## config.mk

```make
export PLATFORM = sky130hd
export DESIGN_NAME = duration_string_parser_core
export DESIGN_NICKNAME = d
export VERILOG_FILES = /design/src/sv/dur_pkg.sv /design/src/sv/duration_string_parser_core.sv
export SDC_FILE = /design/constraint.sdc
export NUM_CORES = 1
export LEC_CHECK = 0
export BUFFER_PORTS_ARGS = -buffer_cell sky130_fd_sc_hd__buf_4
export CAP_MARGIN = 20
export CORE_ASPECT_RATIO = 0.5
export CORE_MARGIN = 1
export CORE_UTILIZATION = 65
export DETAILED_ROUTE_END_ITERATION = 7
export PLACE_DENSITY = 0.84
export SKIP_LAST_GASP = 1
export SLEW_MARGIN = 5
export SYNTH_ARGS = -nofsm -noshare
export SYNTH_HDL_FRONTEND = slang
export SYNTH_SLANG_ARGS = --single-unit
```

## constraint.sdc

```tcl
create_clock -name aclk -period 18.2 [get_ports aclk]
set_input_delay 2.73 -clock aclk [delete_from_list [all_inputs] [get_ports aclk]]
set_output_delay 2.73 -clock aclk [all_outputs]
set_load 0.05 [all_outputs]
```

## src/sv/dur_pkg.sv

```systemverilog
// Package with payload types and constants for the duration text parser.
`default_nettype none

package dur_pkg;

    // Width of totals, pending numbers and the cap register.
    localparam int unsigned VAL_W    = 28;
    // Width of a unit scale factor.
    localparam int unsigned FACTOR_W = 25;

    localparam logic [VAL_W-1:0] MAX_TOTAL_RESET = 28'd157680000;
    localparam logic [VAL_W-1:0] VAL_SAT         = 28'hFFFFFFF;

    // ASCII codes of the recognized characters.
    localparam logic [7:0] CHAR_ZERO   = 8'h30;
    localparam logic [7:0] CHAR_NINE   = 8'h39;
    localparam logic [7:0] CHAR_MINUTE = 8'h6D; // m
    localparam logic [7:0] CHAR_HOUR   = 8'h68; // h
    localparam logic [7:0] CHAR_DAY    = 8'h64; // d
    localparam logic [7:0] CHAR_WEEK   = 8'h77; // w
    localparam logic [7:0] CHAR_MONTH  = 8'h4D; // M
    localparam logic [7:0] CHAR_YEAR   = 8'h79; // y

    // Seconds per unit.
    localparam logic [FACTOR_W-1:0] SEC_MINUTE = 25'd60;
    localparam logic [FACTOR_W-1:0] SEC_HOUR   = 25'd3600;
    localparam logic [FACTOR_W-1:0] SEC_DAY    = 25'd86400;
    localparam logic [FACTOR_W-1:0] SEC_WEEK   = 25'd604800;
    localparam logic [FACTOR_W-1:0] SEC_MONTH  = 25'd2620800;
    localparam logic [FACTOR_W-1:0] SEC_YEAR   = 25'd31449600;
    localparam logic [FACTOR_W-1:0] SEC_ONE    = 25'd1;

    // Largest count that a unit still scales. Minutes and hours are
    // exclusive limits, the others inclusive.
    localparam logic [VAL_W-1:0] LIM_MINUTE = 28'd2628000;
    localparam logic [VAL_W-1:0] LIM_HOUR   = 28'd43800;
    localparam logic [VAL_W-1:0] LIM_DAY    = 28'd1900;
    localparam logic [VAL_W-1:0] LIM_WEEK   = 28'd275;
    localparam logic [VAL_W-1:0] LIM_MONTH  = 28'd60;
    localparam logic [VAL_W-1:0] LIM_YEAR   = 28'd5;

    // One byte of duration text.
    typedef struct packed {
        logic [7:0] char_code;
        logic       last;
    } dur_in_t;

    // One parsed total.
    typedef struct packed {
        logic [VAL_W-1:0] total_seconds;
        logic             capped;
    } dur_out_t;

endpackage

`default_nettype wire

```

## src/sv/duration_string_parser_core.sv

```systemverilog
// Top level of the duration text parser: byte stream in, total in seconds out.
//
// The input channel (s_valid, s_ready, s_data) carries one byte of duration
// text per transfer, with a flag on the final byte of each text. The result
// channel (m_valid, m_ready, m_data) carries one total per text, saturated at
// the max_total register, together with a cap flag.
// The cap register is written through cfg_wr_en / cfg_wr_data; the user must
// write it only while no text is in flight; the block does not enforce this.
// It resets to 157680000 seconds. Bytes are registered on entry and handled
// from the input register; totals leave through the output register. One
// byte per cycle is taken unless a final byte waits on a stalled receiver;
// the rate is set by the single pass through the digit accumulator, unit
// scaling multiplier and saturating adder, which carries the parse state
// from one byte to the next. Reset (aresetn low at a clock edge) empties
// both registers and clears the pending number, running total and cap flag.
// When the receiver stalls, the finished total stays in the output register;
// bytes that do not end a text keep flowing, and a final byte waits in the
// input register until the output register frees up.
`default_nettype none

module duration_string_parser_core (
    input  wire logic              aclk,
    input  wire logic              aresetn,
    input  wire logic              cfg_wr_en,
    input  wire logic [27:0]       cfg_wr_data,
    input  wire logic              s_valid,
    output logic                   s_ready,
    input  wire dur_pkg::dur_in_t  s_data,
    output logic                   m_valid,
    input  wire logic              m_ready,
    output dur_pkg::dur_out_t      m_data
);

    import dur_pkg::*;

    logic                   in_valid_reg, in_valid_next;
    dur_in_t                in_data_reg, in_data_next;
    logic                   m_valid_reg, m_valid_next;
    dur_out_t               m_data_reg, m_data_next;
    logic [VAL_W-1:0]       max_total_reg;
    logic [VAL_W-1:0]       pending_reg, pending_next;
    logic [VAL_W-1:0]       total_reg, total_next;
    logic                   cap_reg, cap_next;
    logic                   in_number_reg, in_number_next;

    logic                   advance;
    logic                   is_digit;
    logic [3:0]             digit_val;
    logic [VAL_W+3:0]       accum_wide;
    logic [VAL_W-1:0]       accum_sat;
    logic [FACTOR_W-1:0]    factor;
    logic [VAL_W+FACTOR_W-1:0] product;
    logic [VAL_W-1:0]       add_amount;
    logic                   add_en;
    logic [VAL_W:0]         sum;
    logic [VAL_W-1:0]       total_upd;
    logic                   cap_upd;

    // The stage moves when it holds a byte that is not final, or a final byte
    // with room to leave its total in the output register.
    assign advance = in_valid_reg &&
                     (!in_data_reg.last || !m_valid_reg || m_ready);
    assign s_ready = !in_valid_reg || advance;
    assign m_valid = m_valid_reg;
    assign m_data  = m_data_reg;

    // Digit accumulation: pending * 10 + digit, saturated to the field width.
    assign is_digit   = (in_data_reg.char_code >= CHAR_ZERO) &&
                        (in_data_reg.char_code <= CHAR_NINE);
    assign digit_val  = 4'(in_data_reg.char_code - CHAR_ZERO);
    assign accum_wide = ({4'b0, pending_reg} << 3) + ({4'b0, pending_reg} << 1) +
                        {{VAL_W{1'b0}}, digit_val};
    assign accum_sat  = (accum_wide > {4'b0, VAL_SAT}) ? VAL_SAT
                                                      : accum_wide[VAL_W-1:0];

    // Unit selection: a unit scales only when the count is within its limit.
    always_comb begin
        factor = SEC_ONE;
        unique case (in_data_reg.char_code)
            CHAR_MINUTE: if (pending_reg <  LIM_MINUTE) factor = SEC_MINUTE;
            CHAR_HOUR:   if (pending_reg <  LIM_HOUR)   factor = SEC_HOUR;
            CHAR_DAY:    if (pending_reg <= LIM_DAY)    factor = SEC_DAY;
            CHAR_WEEK:   if (pending_reg <= LIM_WEEK)   factor = SEC_WEEK;
            CHAR_MONTH:  if (pending_reg <= LIM_MONTH)  factor = SEC_MONTH;
            CHAR_YEAR:   if (pending_reg <= LIM_YEAR)   factor = SEC_YEAR;
            default:     factor = SEC_ONE;
        endcase
    end

    // Every in-limit product stays below 2^28, so the low bits are exact.
    assign product = pending_reg * factor;

    // Parse step: decide what, if anything, this byte adds to the total.
    always_comb begin
        pending_next   = pending_reg;
        in_number_next = in_number_reg;
        add_amount     = '0;
        add_en         = 1'b0;
        if (advance && !cap_reg) begin
            if (is_digit) begin
                if (in_data_reg.last) begin
                    add_amount     = accum_sat;
                    add_en         = 1'b1;
                    pending_next   = '0;
                    in_number_next = 1'b0;
                end else begin
                    pending_next   = accum_sat;
                    in_number_next = 1'b1;
                end
            end else if (in_number_reg) begin
                add_amount     = product[VAL_W-1:0];
                add_en         = 1'b1;
                pending_next   = '0;
                in_number_next = 1'b0;
            end
        end
    end

    // Saturating add into the running total; a zero amount adds nothing.
    assign sum = {1'b0, total_reg} + {1'b0, add_amount};
    always_comb begin
        total_upd = total_reg;
        cap_upd   = cap_reg;
        if (add_en && (add_amount != '0)) begin
            if (sum >= {1'b0, max_total_reg}) begin
                total_upd = max_total_reg;
                cap_upd   = 1'b1;
            end else begin
                total_upd = sum[VAL_W-1:0];
            end
        end
    end

    // End of text: emit the total and return the parse state to reset.
    always_comb begin
        total_next   = total_upd;
        cap_next     = cap_upd;
        m_valid_next = m_valid_reg && !m_ready;
        m_data_next  = m_data_reg;
        if (advance && in_data_reg.last) begin
            m_valid_next              = 1'b1;
            m_data_next.total_seconds = total_upd;
            m_data_next.capped        = cap_upd;
            total_next                = '0;
            cap_next                  = 1'b0;
        end
    end

    // Input register loads on every transfer.
    always_comb begin
        in_valid_next = in_valid_reg && !advance;
        in_data_next  = in_data_reg;
        if (s_valid && s_ready) begin
            in_valid_next = 1'b1;
            in_data_next  = s_data;
        end
    end

    // Control and parse state.
    always_ff @(posedge aclk) begin
        if (!aresetn) begin
            in_valid_reg  <= 1'b0;
            m_valid_reg   <= 1'b0;
            max_total_reg <= MAX_TOTAL_RESET;
            pending_reg   <= '0;
            total_reg     <= '0;
            cap_reg       <= 1'b0;
            in_number_reg <= 1'b0;
        end else begin
            in_valid_reg  <= in_valid_next;
            m_valid_reg   <= m_valid_next;
            pending_reg   <= pending_next;
            total_reg     <= total_next;
            cap_reg       <= cap_next;
            in_number_reg <= in_number_next;
            if (cfg_wr_en) begin
                max_total_reg <= cfg_wr_data;
            end
        end
    end

    // Payload registers.
    always_ff @(posedge aclk) begin
        in_data_reg <= in_data_next;
        m_data_reg  <= m_data_next;
    end

    // Without a number in progress nothing may be pending.
    assert property (@(posedge aclk) disable iff (!aresetn)
        !in_number_reg |-> (pending_reg == '0))
        else $error("pending number held outside a number");

    // An empty input register always takes a transfer.
    assert property (@(posedge aclk) disable iff (!aresetn)
        !in_valid_reg |-> s_ready)
        else $error("input register empty but not ready");

    // A final byte leaves the parse state cleared for the next text.
    assert property (@(posedge aclk) disable iff (!aresetn)
        (advance && in_data_reg.last) |=>
            (!in_number_reg && !cap_reg && (total_reg == '0) && m_valid_reg))
        else $error("parse state not cleared after final byte");

endmodule

`default_nettype wire
```

==> Word-level counts from Yosys, hierarchy flattened <==
Index checks and enable logic that the tools add are counted.
Widths: inputs -> output; s select.
{ "word_totals": {"ff_bits": 126, "latchBits": 0, "ram_bits": 0, "mem_bits_ro": 0, "inputBits": 42, "out_inout_bits": 31, "n_memories": 0} }
{ "op_classes": {"add_sub_neg": 4, "mul": 1, "div_mod_pow": 0, "magnitude_cmp": 10, "n_eq_ne": 6, "n_shift": 0, "n_mux": 27, "bitwise_logic": 1, "n_reduce_logical": 21} }
{ "ops": {"columns": ["cell", "count"], "rows": [
  ["$mux 28", 10],
  ["$pmux 25 s6", 1],
  ["$eq 8x7->1 const B", 6],
  ["$add 31x29->32", 1],
  ["$add 32x4->32", 1],
  ["$gt 32x28->1 const B", 1],
  ["$add 28x28->29", 1],
  ["$ge 29x28->1", 1],
  ["$le 28x11->1 const B", 1],
  ["$le 28x3->1 const B", 1],
  ["$le 28x6->1 const B", 1],
  ["$le 28x9->1 const B", 1],
  ["$lt 28x16->1 const B", 1],
  ["$lt 28x22->1 const B", 1],
  ["$mul 28x25->28", 1],
  ["$reduce_bool 28->1", 1],
  ["$mux 25", 1],
  ["$mux 22", 1],
  ["$mux 20", 1],
  ["$mux 17", 1],
  ["$mux 12", 1],
  ["$mux 1", 10],
  ["$ge 8x6->1 const B", 1],
  ["$le 8x6->1 const B", 1],
  ["other kinds (9)", 23]
]} }

==> Logic depth before layout (Yosys ltp) <==
{ "logic_depth": {"depth_word": 11, "mapped_depth": 54} }

==> Worst setup path after synthesis <==
No wires, ideal clock.
{ "synth_path": {"kind": "register to register", "from": "register pending_reg[22]", "to": "register m_data_reg (netlist bit m_data[10]) (data pin)", "setup_time_ns": 0.261, "arrival_time_ns": 11.166, "required_time_ns": 17.939, "path_slack_ns": 6.773, "path_stages_with_launch": 44, "n_path_buf": 2, "synth_period_minus_slack_ns": 11.427, "cell_sequence": "dfxtp_1 or4_1 nor4_2 nand3_1 nor2_1 inv_1 o21ai_1 nand2b_1 clkbuf_1 nand2_1 fa_1 inv_1 fa_1 fa_1 ha_1 fa_1 fa_1 inv_1 [8 not listed] nor3_1 ha_1 a21oi_1 o22ai_1 o31ai_1 o21ai_0 or4_1 a31oi_1 xnor2_1 ha_1 o211ai_1 nor3_1 a221oi_1 nand4_1 clkbuf_1 mux2_2 a21oi_1 nor2_1"} }
{ "synth_between": {"elab_chain_cells": 11, "elab_cells_between_ends": 28} }
{ "synth_lines": {"columns": ["element", "line", "text"], "rows": [
  ["start: declaration", "duration_string_parser_core.sv:41", "logic [VAL_W-1:0] pending_reg, pending_next;"],
  ["start signal: assignment", "duration_string_parser_core.sv:172", "pending_reg <= pending_next;"],
  ["$le 28x3->1 (tied with other cells)", "duration_string_parser_core.sv:85", "CHAR_YEAR: if (pending_reg <= LIM_YEAR) factor = SEC_YEAR;"],
  ["$mux 25 (tied with other cells)", "duration_string_parser_core.sv:85", null],
  ["$pmux 25 s6 or $gt 32x28->1 (tied branches)", "duration_string_parser_core.sv:79, duration_string_parser_core.sv:73", null],
  ["$mul 28x25->28 or $mux 28 (tied branches)", "duration_string_parser_core.sv:91, duration_string_parser_core.sv:73", null],
  ["$mux 28 (on tied branches)", "duration_string_parser_core.sv:110, duration_string_parser_core.sv:101", null],
  ["$mux 28 (*)", "duration_string_parser_core.sv:100", "if (is_digit) begin"],
  ["$mux 28 (*)", "duration_string_parser_core.sv:99", "if (advance && !cap_reg) begin"],
  ["$add 28x28->29", "duration_string_parser_core.sv:120", "assign sum = {1'b0, total_reg} + {1'b0, add_amount};"],
  ["$ge 29x28->1", "duration_string_parser_core.sv:125", "if (sum >= {1'b0, max_total_reg}) begin"],
  ["$mux 28", "duration_string_parser_core.sv:125", null],
  ["$mux 28 (*)", "duration_string_parser_core.sv:124", "if (add_en && (add_amount != '0)) begin"],
  ["named net total_upd[9]", "duration_string_parser_core.sv:56", "logic [VAL_W-1:0] total_upd;"],
  ["end signal: assignment", "duration_string_parser_core.sv:185", "m_data_reg <= m_data_next;"],
  ["end: declaration", "duration_string_parser_core.sv:39", "dur_out_t m_data_reg, m_data_next;"]
]} }
The timed path passes the listed nets; every way through them passes the cells marked *.
A chain may end at the register's enable or synchronous reset.

==> Worst setup path in the final report <==
Same ends and word-level chain as after synthesis.

==> reports/qor.yml <==
status:
  outcome: "finished clean"
cts:
  cts_tree: "done"
  cts_resized: 0
  root_buffer: "clkbuf_16"
  cts_max_path_buffers: 2
  htree_levels: 4
  cts_setup_buffers: 0
  cts_hold_buf: 0
  path_clk_slew_ns: 0.06
  clock_sinks: 126
  cts_buffers: 17
  worstSkewPairLatency_ns: 0.44
pwr:
  totalPowerFinal_mw: 1.76
  power.internal_mw: 0.980
  sequentialPowerShare_pct: 22.5
  powerDensity_nw_per_um2: 78.3
  leakagePower_nw: 11.5
  ir_worst_vdd_v: 0.0000780
  switching_share_pct: 44.2
  p_switching_mw: 0.776
  pwr-share-comb_pct: 57.2
  p_clk_share_pct: 20.4
timing:
  drv_slew: 0
  fin_tns_setup_ns: 0
  hold_viol: 0
  min_period_over_period_pct: 79.9
  finalClockSkew_ns: 0.0154
  maxSlewHeadroom_pct: 25.1
  fmax_mhz: 68.8
  grt_setup_unrepaired: "false"
  hold_ws_ns: 0.505
  setup_viol: 0
  fin_crit_ns: 14.54
  worst_pin_slew_ns: 1.10
drt:
  drtAntennaViolNets: 0
  drtPass1Iterations: 5
  route.vias.total: 17600
  viasPerCell: 6.07
  wl_per_cell_um: 19.9
  drt-total-wl_mm: 57.7
  first_iter_violations: 1870
  drc_errors: 0
worst_setup_path:
  slowest_delay_ns: 0.93
  critical_path_required_ns: 18.38
  slowest_stage: "a2111oi_0"
  worst_setup_path_start_kind: "flip-flop"
  setup.worst_path.end_class: "flip-flop"
  crit_arrival_ns: 14.71
  crit_path_max_fanout: 24
  path_class: "flip-flop to flip-flop"
  crit_top_cell: "fa_1"
min_path:
  hp-class: "flip-flop to flip-flop"
layout:
  drive_gt1_share_pct: 7.84
  fin_nets: 3009
  syn2layout_area_growth_pct: 8.24
  diodes: 0
  fin_cells: 2897
  largest_reg_flops: 29
placed_design:
  place_congestion: 0.986
  place_inst: 2865
  portBuffers: 72
  detailed_place_hpwl_mm: 46.0
synth:
  syn_area_um2: 20700
  async_flop_share_pct: 0
  synth-edff-count: 38
  synth_cells: 2380
  ys_warn_count: 0
  seq_area_frac_synth_pct: 14.0
  synth_ff_type: "dfxtp_1"
  ys_types: 91
  avgSynthCellArea_um2: 8.71
  synth_seq_cells: 126
grt:
  grt.total_usage_pct: 37.0
  grt_max_degree: 61
  first_global_vias: 17800
  antenna_found_initial: 0
  overflow: 0
  grt_pass1_wl_mm: 93.7
floorplan:
  die_w_um: 255
  initial_utilization_pct: 67.2
  core_um2: 30900
  die_height_um: 128
  die_area_um2: 32700
  rows: 45
  ios: 73
flow_run:
  maxCapViolCount: 0
## power groups by stage
stage | clock, mW | sequential [mW] | combinational [mW]
2_1_floorplan | 0 | 0.420 | 0.702
3_3_place_gp | 0 | 0.398 | 0.961
3_5_place_dp | 0 | 0.399 | 0.978
4_1_cts | 0.356 | 0.393 | 0.991
5_1_grt | 0.370 | 0.398 | 1.10
6_report | 0.358 | 0.394 | 1.00
## per-stage QoR
stage	cell area, µm²	util [%]	setup slack [ns]
2_1_floorplan	20900	-	6.77
3_3_place_gp	21800	70.7	4.53
3_5_place_dp	21800	70.7	4.22
4_1_cts	22400	72.7	4.04
5_1_grt	22400	72.7	2.97
6_report	22400	72.7	3.66
## kinds of logic (layout without fill, tap and decap cells)
logic type,Yosys count,count (layout),share of synthesized area (%)
buffers and inverters,544,583,10.1
AO/OA/AOI/OAI,426,426,13.4
flip-flops,126,126,14.0
AND/OR/NAND/NOR,646,646,16.6
XOR/XNOR,80,80,3.38
multiplexers,50,50,2.57
adder cells (fa/ha/maj),506,506,40.0
other,2,57,0.0362
## cell usage in the layout, fill, tap and decap left out, types with 15 or more instances in the layout
master     synthesis  final
edfxtp_1          38     38
a21boi_0          17     17
o21ai_0           72     71
clkbuf_16          0     19
mux2i_1           27     27
fa_1             261    261
nor2b_1           55     55
o211ai_1          23     23
conb_1             2     57
nor2_1           102    101
a21oi_1          128    128
nor3_1            73     71
xor2_1            15     15
nand4_1           18     18
a211oi_1          15     15
nand3_1           31     31
o21a_1            23     23
a31oi_1           18     18
xnor2_1           65     65
and2_1            89     89
buf_4              2     94
a21o_1            34     34
nand2_1          172    172
nand2b_1          17     17
ha_1             245    245
inv_1            456    456
dfxtp_1           88     88
mux2_2            22     22
## layer usage
| metal | track usage (%) | wire length [µm] |
|---|---|---|
| met4 | 11.3 | 1760 |
| met2 | 59.4 | 26200 |
| met1 | 50.6 | 24000 |
| met3 | 7.51 | 5830 |
| met5 | 0 | 0 |
## critical path: cells and delay by family, from the launching register on
kind,cells,cell delay (ns)
muxes,1,0.32
DFF,1,0.35
buffers and inverters,5,0.80
AOI/OAI and AO/OA,12,4.05
xor gates and xnor gates,2,0.47
and+or+nand+nor,14,3.89
adders and majority gates,10,4.34
## cells in the mapped netlist, types with 8 or more instances
cell	n	area share, %
a211oi_1	15	0.54
a21boi_0	17	0.62
a21o_1	34	1.2
a21oi_1	128	3.1
a22oi_1	10	0.36
a31oi_1	18	0.54
and2_1	89	2.7
and3_1	11	0.33
buf_2	8	0.19
clkbuf_1	72	1.3
dfxtp_1	88	8.5
edfxtp_1	38	5.5
fa_1	261	25
ha_1	245	15
inv_1	456	8.3
mux2_2	22	1.2
mux2i_1	27	1.3
nand2_1	172	3.1
nand2b_1	17	0.51
nand3_1	31	0.75
nand4_1	18	0.54
nor2_1	102	1.8
nor2b_1	55	1.7
nor3_1	73	1.8
nor3_4	11	0.86
nor4_1	9	0.27
o211ai_1	23	0.83
o21a_1	23	0.83
o21ai_0	72	1.7
o31ai_1	10	0.36
or2_2	10	0.30
or3_1	14	0.42
or4_1	8	0.29
xnor2_1	65	2.7
xor2_1	15	0.63
## final cells by class
class / count / area, µm²
Clock inverter: 11 / 120
Fill cell: 2327 / 8420
Timing Repair Buffer: 95 / 717
Inverter: 456 / 1710
Multi-Input combinational cell: 1765 / 16000
Clock buffer: 21 / 493
Tap cell: 423 / 529
Sequential cell: 126 / 2900
## worst paths after layout
check	startpoint	cells after the start	slack, ns	end
worst max-delay path	pending_reg[22]$_SDFFE_PN0P_	44	3.66	m_data[10]$_DFFE_PP_
worst min register to register	total_reg[12]$_SDFF_PP0_	2	0.50	total_reg[12]$_SDFF_PP0_
worst max register to register	pending_reg[22]$_SDFFE_PN0P_	44	3.66	m_data[10]$_DFFE_PP_
worst min-delay path	total_reg[12]$_SDFF_PP0_	2	0.50	total_reg[12]$_SDFF_PP0_
No activity file was read; power rests on OpenSTA's default activity.
